--- config.mk ---
export PLATFORM = sky130hd
export DESIGN_NAME = quoted_delimiter_tokenizer_flat
export DESIGN_NICKNAME = d
export VERILOG_FILES = /design/src/hw/rtl/qdt_pkg.sv /design/src/hw/rtl/qdt_in_if.sv /design/src/hw/rtl/qdt_out_if.sv /design/src/hw/rtl/qdt_match.sv /design/src/hw/rtl/qdt_step.sv /design/src/hw/rtl/quoted_delimiter_tokenizer.sv /design/src/flat_wrapper.sv
export SDC_FILE = /design/constraint.sdc
export NUM_CORES = 1
export LEC_CHECK = 0
export ABC_AREA = 0
export BUFFER_PORTS_ARGS = -buffer_cell sky130_fd_sc_hd__buf_2
export CAP_MARGIN = 20
export CORE_AREA = 2 2 108 110
export DETAILED_ROUTE_END_ITERATION = 12
export DIE_AREA = 0 0 110 112
export GPL_TIMING_DRIVEN = 1
export PLACE_DENSITY = 0.88
export SYNTH_ARGS = -nofsm -noshare
export SYNTH_HDL_FRONTEND = slang
export SYNTH_SLANG_ARGS = --single-unit
--- constraint.sdc ---
create_clock -name i_clk -period 6 [get_ports i_clk]
set_clock_uncertainty 0.05 [all_clocks]
set_input_delay 0.6 -clock i_clk [delete_from_list [all_inputs] [get_ports i_clk]]
set_output_delay 0.6 -clock i_clk [all_outputs]
set_load 0.1 [all_outputs]
--- src/hw/rtl/qdt_pkg.sv ---
// Package with shared types and constants for the quoted delimiter tokenizer.
`timescale 1ns / 1ps
`default_nettype none
package qdt_pkg;

    localparam int unsigned BYTE_W        = 8;
    localparam int unsigned DELIM_W       = 64;
    localparam int unsigned QUOTE_W       = 32;
    localparam int unsigned PACK_W        = 64;
    localparam int unsigned MAX_SLOTS     = 8;
    localparam int unsigned DELIM_SLOTS_D = 8;
    localparam int unsigned QUOTE_SLOTS_D = 4;
    localparam int unsigned CFG_INDEX_W   = 2;

    localparam logic [DELIM_W-1:0] DELIM_RESET = 64'h0000_0000_0000_0920;
    localparam logic [QUOTE_W-1:0] QUOTE_RESET = 32'h0000_0022;

    typedef enum logic [CFG_INDEX_W-1:0] {
        CFG_DELIMITER_CHARS = 2'd0,
        CFG_QUOTE_CHARS     = 2'd1
    } t_cfg_index;

    typedef struct packed {
        logic is_quote;
        logic is_delim;
    } t_byte_class;

    typedef struct packed {
        logic              has_result;
        logic [BYTE_W-1:0] out_byte;
        logic              byte_valid;
        logic              token_end;
    } t_result;

endpackage
`default_nettype wire

--- src/hw/rtl/qdt_in_if.sv ---
// Input channel carrying one string byte or an end-of-string marker per word.
`timescale 1ns / 1ps
`default_nettype none
interface qdt_in_if;
    logic       valid;
    logic       ready;
    logic [7:0] in_byte;
    logic       end_of_string;

    modport source (output valid, output in_byte, output end_of_string, input ready);
    modport sink (input valid, input in_byte, input end_of_string, output ready);
endinterface
`default_nettype wire

--- src/hw/rtl/qdt_out_if.sv ---
// Output channel carrying one token byte or a token-end mark per word.
`timescale 1ns / 1ps
`default_nettype none
interface qdt_out_if;
    logic       valid;
    logic       ready;
    logic [7:0] out_byte;
    logic       byte_valid;
    logic       token_end;

    modport source (output valid, output out_byte, output byte_valid, output token_end,
                    input ready);
    modport sink (input valid, input out_byte, input byte_valid, input token_end,
                  output ready);
endinterface
`default_nettype wire

--- src/hw/rtl/qdt_match.sv ---
// Compares one byte against a set of packed character slots.
`timescale 1ns / 1ps
`default_nettype none
module qdt_match #(
    parameter int unsigned SLOTS = qdt_pkg::MAX_SLOTS
) (
    input  wire logic [qdt_pkg::PACK_W-1:0] i_packed,
    input  wire logic [qdt_pkg::BYTE_W-1:0] i_byte,
    output logic                            o_hit
);
    import qdt_pkg::*;

    localparam int unsigned USED = (SLOTS > MAX_SLOTS) ? MAX_SLOTS : SLOTS;

    always_comb begin
        logic [BYTE_W-1:0] slot;
        o_hit = 1'b0;
        for (int unsigned i = 0; i < USED; i++) begin
            slot = i_packed[BYTE_W*i +: BYTE_W];
            if ((slot != '0) && (slot == i_byte)) begin
                o_hit = 1'b1;
            end
        end
    end
endmodule
`default_nettype wire

--- src/hw/rtl/qdt_step.sv ---
// Tokenizer state flags and the per-word decision logic.
`timescale 1ns / 1ps
`default_nettype none
module qdt_step (
    input  wire logic                        i_clk,
    input  wire logic                        i_rst_n,
    input  wire logic                        i_advance,
    input  wire logic [qdt_pkg::BYTE_W-1:0]  i_byte,
    input  wire logic                        i_eos,
    input  wire qdt_pkg::t_byte_class        i_class,
    output qdt_pkg::t_result                 o_result
);
    import qdt_pkg::*;

    logic r_in_quote, r_dropping, r_has_body, r_in_run;
    logic n_in_quote, n_dropping, n_has_body, n_in_run;

    always_comb begin
        n_in_quote = r_in_quote;
        n_dropping = r_dropping;
        n_has_body = r_has_body;
        n_in_run   = r_in_run;
        o_result   = '0;
        if (i_eos) begin
            o_result.has_result = r_has_body;
            o_result.token_end  = r_has_body;
            n_in_quote = 1'b0;
            n_dropping = 1'b0;
            n_has_body = 1'b0;
            n_in_run   = 1'b0;
        end else if (i_class.is_quote) begin
            n_in_run = 1'b0;
            if (r_in_quote) begin
                n_in_quote = 1'b0;
                if (r_has_body) begin
                    n_dropping = 1'b1;
                end
            end else begin
                n_in_quote = 1'b1;
                if (r_has_body && !r_dropping) begin
                    o_result.has_result = 1'b1;
                    o_result.out_byte   = i_byte;
                    o_result.byte_valid = 1'b1;
                end
            end
        end else if (!r_in_quote && i_class.is_delim) begin
            if (!r_in_run) begin
                o_result.has_result = 1'b1;
                o_result.token_end  = 1'b1;
                n_in_run   = 1'b1;
                n_has_body = 1'b0;
                n_dropping = 1'b0;
            end
        end else begin
            n_in_run   = 1'b0;
            n_has_body = 1'b1;
            if (!r_dropping) begin
                o_result.has_result = 1'b1;
                o_result.out_byte   = i_byte;
                o_result.byte_valid = 1'b1;
            end
        end
    end

    always_ff @(posedge i_clk) begin
        if (!i_rst_n) begin
            r_in_quote <= 1'b0;
            r_dropping <= 1'b0;
            r_has_body <= 1'b0;
            r_in_run   <= 1'b0;
        end else if (i_advance) begin
            r_in_quote <= n_in_quote;
            r_dropping <= n_dropping;
            r_has_body <= n_has_body;
            r_in_run   <= n_in_run;
        end
    end
endmodule
`default_nettype wire

--- src/hw/rtl/quoted_delimiter_tokenizer.sv ---
// Top level of the streaming tokenizer with quote handling.
// An accepted input word passes through the input register and then the output register.
// Throughput: one input word per cycle while the output register is free or the word yields no output.
// Words that produce no output still pass through the input register.
// Reset clears the tokenizer flags and restores the default delimiter
// (space, tab) and quote (double quote) sets.
`timescale 1ns / 1ps
`default_nettype none
module quoted_delimiter_tokenizer #(
    parameter int unsigned DELIM_SLOTS = qdt_pkg::DELIM_SLOTS_D,
    parameter int unsigned QUOTE_SLOTS = qdt_pkg::QUOTE_SLOTS_D
) (
    input  wire logic                            i_clk,
    input  wire logic                            i_rst_n,
    qdt_in_if.sink                               i_in,
    qdt_out_if.source                            o_out,
    input  wire logic                            i_cfg_we,
    input  wire logic [qdt_pkg::CFG_INDEX_W-1:0] i_cfg_index,
    input  wire logic [qdt_pkg::DELIM_W-1:0]     i_cfg_data
);
    import qdt_pkg::*;

    logic [DELIM_W-1:0] r_delim;
    logic [QUOTE_W-1:0] r_quote;

    logic              r_s1_valid;
    logic [BYTE_W-1:0] r_s1_byte;
    logic              r_s1_eos;

    logic              r_out_valid;
    logic [BYTE_W-1:0] r_out_byte;
    logic              r_out_byte_valid;
    logic              r_out_token_end;

    t_byte_class cls;
    t_result     res;
    logic        out_free;
    logic        advance;

    always_ff @(posedge i_clk) begin
        if (!i_rst_n) begin
            r_delim <= DELIM_RESET;
            r_quote <= QUOTE_RESET;
        end else if (i_cfg_we) begin
            case (i_cfg_index)
                CFG_DELIMITER_CHARS: r_delim <= i_cfg_data;
                CFG_QUOTE_CHARS:     r_quote <= i_cfg_data[QUOTE_W-1:0];
                default: ;
            endcase
        end
    end

    qdt_match #(.SLOTS(QUOTE_SLOTS)) u_quote_match (
        .i_packed ({{(PACK_W-QUOTE_W){1'b0}}, r_quote}),
        .i_byte   (r_s1_byte),
        .o_hit    (cls.is_quote)
    );

    qdt_match #(.SLOTS(DELIM_SLOTS)) u_delim_match (
        .i_packed (r_delim),
        .i_byte   (r_s1_byte),
        .o_hit    (cls.is_delim)
    );

    assign out_free = !r_out_valid || o_out.ready;
    assign advance  = r_s1_valid && (out_free || !res.has_result);

    qdt_step u_step (
        .i_clk     (i_clk),
        .i_rst_n   (i_rst_n),
        .i_advance (advance),
        .i_byte    (r_s1_byte),
        .i_eos     (r_s1_eos),
        .i_class   (cls),
        .o_result  (res)
    );

    assign i_in.ready = !r_s1_valid || advance;

    always_ff @(posedge i_clk) begin
        if (!i_rst_n) begin
            r_s1_valid <= 1'b0;
        end else if (i_in.ready) begin
            r_s1_valid <= i_in.valid;
        end
    end

    always_ff @(posedge i_clk) begin
        if (i_in.ready && i_in.valid) begin
            r_s1_byte <= i_in.in_byte;
            r_s1_eos  <= i_in.end_of_string;
        end
    end

    always_ff @(posedge i_clk) begin
        if (!i_rst_n) begin
            r_out_valid <= 1'b0;
        end else if (out_free) begin
            r_out_valid <= advance && res.has_result;
        end
    end

    always_ff @(posedge i_clk) begin
        if (out_free && advance && res.has_result) begin
            r_out_byte       <= res.out_byte;
            r_out_byte_valid <= res.byte_valid;
            r_out_token_end  <= res.token_end;
        end
    end

    assign o_out.valid      = r_out_valid;
    assign o_out.out_byte   = r_out_byte;
    assign o_out.byte_valid = r_out_byte_valid;
    assign o_out.token_end  = r_out_token_end;
endmodule
`default_nettype wire

--- src/flat_wrapper.sv ---
// flat-port wrapper written by rule: the top's interface ports become plain ports
module quoted_delimiter_tokenizer_flat import qdt_pkg::*;
#(
    parameter int unsigned DELIM_SLOTS = qdt_pkg::DELIM_SLOTS_D,
    parameter int unsigned QUOTE_SLOTS = qdt_pkg::QUOTE_SLOTS_D
)
  (i_clk, i_rst_n, i_cfg_we, i_cfg_index, i_cfg_data, i_in_valid, i_in_in_byte, i_in_end_of_string, i_in_ready, o_out_valid, o_out_out_byte, o_out_byte_valid, o_out_token_end, o_out_ready);
  qdt_in_if i_in_i ();
  qdt_out_if o_out_i ();
  input  wire logic i_clk;
  input  wire logic i_rst_n;
  input  wire logic i_cfg_we;
  input  wire logic [qdt_pkg::CFG_INDEX_W-1:0] i_cfg_index;
  input  wire logic [qdt_pkg::DELIM_W-1:0] i_cfg_data;
  input wire logic [$bits(i_in_i.valid)-1:0] i_in_valid;
  input wire logic [$bits(i_in_i.in_byte)-1:0] i_in_in_byte;
  input wire logic [$bits(i_in_i.end_of_string)-1:0] i_in_end_of_string;
  output wire logic [$bits(i_in_i.ready)-1:0] i_in_ready;
  output wire logic [$bits(o_out_i.valid)-1:0] o_out_valid;
  output wire logic [$bits(o_out_i.out_byte)-1:0] o_out_out_byte;
  output wire logic [$bits(o_out_i.byte_valid)-1:0] o_out_byte_valid;
  output wire logic [$bits(o_out_i.token_end)-1:0] o_out_token_end;
  input wire logic [$bits(o_out_i.ready)-1:0] o_out_ready;
  assign i_in_i.valid = i_in_valid;
  assign i_in_i.in_byte = i_in_in_byte;
  assign i_in_i.end_of_string = i_in_end_of_string;
  assign i_in_ready = i_in_i.ready;
  assign o_out_valid = o_out_i.valid;
  assign o_out_out_byte = o_out_i.out_byte;
  assign o_out_byte_valid = o_out_i.byte_valid;
  assign o_out_token_end = o_out_i.token_end;
  assign o_out_i.ready = o_out_ready;
  quoted_delimiter_tokenizer #(.DELIM_SLOTS(DELIM_SLOTS), .QUOTE_SLOTS(QUOTE_SLOTS)) u_core (.i_clk(i_clk), .i_rst_n(i_rst_n), .i_in(i_in_i), .o_out(o_out_i), .i_cfg_we(i_cfg_we), .i_cfg_index(i_cfg_index), .i_cfg_data(i_cfg_data));
endmodule
==> impl_metrics.toml <==
[place]
io_buffers = 91
place.gp.congestion = 0.841
pre_cts_ws_ns = 2.34
hpwl_mm = 9.50

[grt]
grt_max_degree = 105
grt_pass1_vias = 4973
grt_remaining_overflow = 0
antenna_found_initial = 0
grt_first_pass_wirelength_mm = 23.9
grt_usage_pct = 24.7

[die]
row_count = 39
die_x_um = 110
core_area_um2 = 11200
initial_core_util_pct = 53.9
io-pin-count = 92
die_area_um2 = 12300
fp.dieH_um = 112

[yosys]
synthFlopType = "dfxtp_1"
ys_warn_count = 0
synth_cell_types = 50
synth_edf_count = 19
synthesis.nets = 754
synth-async-reset-ratio_pct = 0
avgSynthCellArea_um2 = 8.94
ys_seq_elements = 121
synth_seq_area_share_pct = 43.4
synth_cells = 674
netlist_area_um2 = 6020

[final_layout]
seq_area_um2 = 2610
fin_util_pct = 62.2
areaGrowthSynthToFinish_pct = 15.5
final_nets = 821
final_layout_size_suffix_gt1_share_pct = 19.6
fill_cells = 895
diodes = 0
multi_input_area_um2 = 3080

[power]
p_leak_nw = 2.78
p_per_area_nw_per_um2 = 296
power_frac_comb_pct = 9.4
p_sw_uw = 519
intPower_mw = 1.54
irDropWorstVdd_uv = 264
power.share.sequential_pct = 43.8
switching_share_pct = 25.2
clkPwrFrac_pct = 46.8

[sta]
fmax_mhz = 239
finalSetupViolCount = 0
setup_slack_ns = 1.82
tightest_slew_ns = 0.841
holdWs_ns = 0.312
slew_viol_final = 0
tns_ns = 0
hold_violations = 0
rsz0062_at_grt = "false"
relSlewSlack_pct = 43.9
min_period_ns = 4.18
final.period_utilization_pct = 69.7

[setup_path]
end_kind = "output pin"
critical_path_required_ns = 5.35
crit_type = "reg2out"
crit_fanout = 14
rrSetupSlack_ns = 2.49
worstPathCellList = "inv_1 > a2111oi_0 > o211ai_1 > nand4_1 > a211oi_4 > and2_2 > o21ai_2 > nand2b_4 > buf_2"
start_kind = "register"
slowest_stage = "edfxtp_1"
critPathMaxStageDelay_ns = 0.88
arrival_ns = 3.53

[cts]
numCtsBuffers = 17
cts-root-to-sink-buffers = 2
cts_tree = "yes"
cts.htree.levels = 4
cts_setup_buffers = 0
clkTransAtPathRegs_ns = 0.05
post_cts_resized = 0
clock_latency_ns = 0.41
holdBufCountCts = 0
root_buffer = "clkbuf_16"
cts_sinks = 121

[route]
via_count = 4992
viasPerCell = 5.57
drc = 0
wl_mm = 14.6
drt-initial-drc-count = 302
drtAntennaViolNets = 0
wire_per_inst_um = 16.3
first_pass_iters = 5

[min_path]
hp-class = "in2reg"

[job]
maxCapViolations = 0

[run_status]
status = "complete, no violations"
## power by group through the flow
stage               logic (mW)  clock network, mW  registers [mW]
CTS                      0.194              0.969           0.901
global route             0.215               1.01           0.906
finish                   0.195              0.964           0.903
detailed placement       0.191                  0           0.918
global placement         0.186                  0           0.916
floorplan                0.139                  0           0.915
## cell usage after synthesis (all sizes together) (3+ instances only)
master / n / area [um2]
o21ai: 4 / 23.8
and3: 8 / 60.1
a21oi: 5 / 25.0
inv: 4 / 15.0
xnor2: 16 / 140
dfxtp: 102 / 2040
nand2: 197 / 739
a21boi: 93 / 698
nor2: 4 / 17.5
xor2: 76 / 666
a2111oi: 4 / 43.8
nor4: 32 / 200
nand4: 11 / 75.1
nand3: 7 / 35.0
and2: 3 / 20.0
buf: 22 / 216
clkbuf: 27 / 101
a211oi: 10 / 100
edfxtp: 19 / 571
o211ai: 5 / 42.5
nor3: 6 / 30.0
## cells in the final DEF, fill, tap and decap left out, drive strengths merged, types with 3 or more instances in the layout
master      n
nor4       32
buf        97
nand2     197
o211ai      5
nor3        6
and2        3
nor2        4
edfxtp     19
xnor2      16
nand4      11
a21oi       5
inv         7
nand3       7
dfxtp     102
clkinv      4
a2111oi     4
xor2       76
clkbuf     21
and3        8
o21ai       4
a21boi     93
a211oi     10
clkinvlp    3
## final cells by class
class | count | area share [%]
multi-input combinational | 500 | 44.3
sequential | 121 | 37.6
timing repair buffer | 97 | 7.20
clock buffer | 21 | 6.78
tap | 143 | 2.57
clock inverter | 11 | 1.35
inverter | 4 | 0.216
## sequential cells by signal, summed over array words and instances (netlist names)
register and count:
u_core.o_out.byte_valid 1, u_core.o_out.out_byte 8, u_core.o_out.token_end 1, u_core.o_out.valid 1, u_core.r_delim 64, u_core.r_quote 32
u_core.r_s1_byte 8, u_core.r_s1_eos 1, u_core.r_s1_valid 1, u_core.u_step.r_dropping 1, u_core.u_step.r_has_body 1, u_core.u_step.r_in_quote 1
u_core.u_step.r_in_run 1
## worst max-delay path: cells and delay by family, from the launching register on
kind | cells | cell delay [ns]
compound gates | 4 | 1.01
simple gates | 3 | 0.63
buf+inv | 2 | 0.60
flops | 1 | 0.88
## worst paths after layout
| kind | from | to | depth (start not counted) |
|---|---|---|---|
| setup / recovery | u_core.r_s1_byte[4] | i_in_ready | 9 |
| hold / removal | i_in_end_of_string | u_core.r_s1_eos | 1 |
| setup reg to reg | u_core.r_s1_byte[4] | u_core.r_s1_byte[6] | 9 |
| hold reg to reg | u_core.r_delim[51] | u_core.r_delim[51] | 2 |
## layer usage
layer | part of all wire [%] | track usage [%] | wire length, um
met5 | 0 | 0 | 0
met4 | 2.4 | 8.86 | 346
met3 | 7.2 | 6.21 | 1050
met2 | 48 | 41.6 | 7080
met1 | 42 | 30.4 | 6130
## through the flow
step / instance area, um2 / instances / power, mW
floorplan: 6020 / 674 / 1.05
global placement: 6390 / 865 / 1.10
detailed placement: 6390 / 865 / 1.11
CTS: 6960 / 897 / 2.06
global route: 6960 / 897 / 2.13
finish: 6960 / 897 / 2.06
## cell families (layout without fill, tap and decap cells)
kind of cell	Yosys count	in the layout	synth area share (%)
XOR/XNOR	92	92	13.4
flip-flops	121	121	43.4
buffers and inverters	53	133	5.53
AO/OA/AOI/OAI	126	126	16.2
AND/OR/NAND/NOR	280	280	21.2
multiplexers	2	2	0.332
Power figures use the tool's default switching activity.
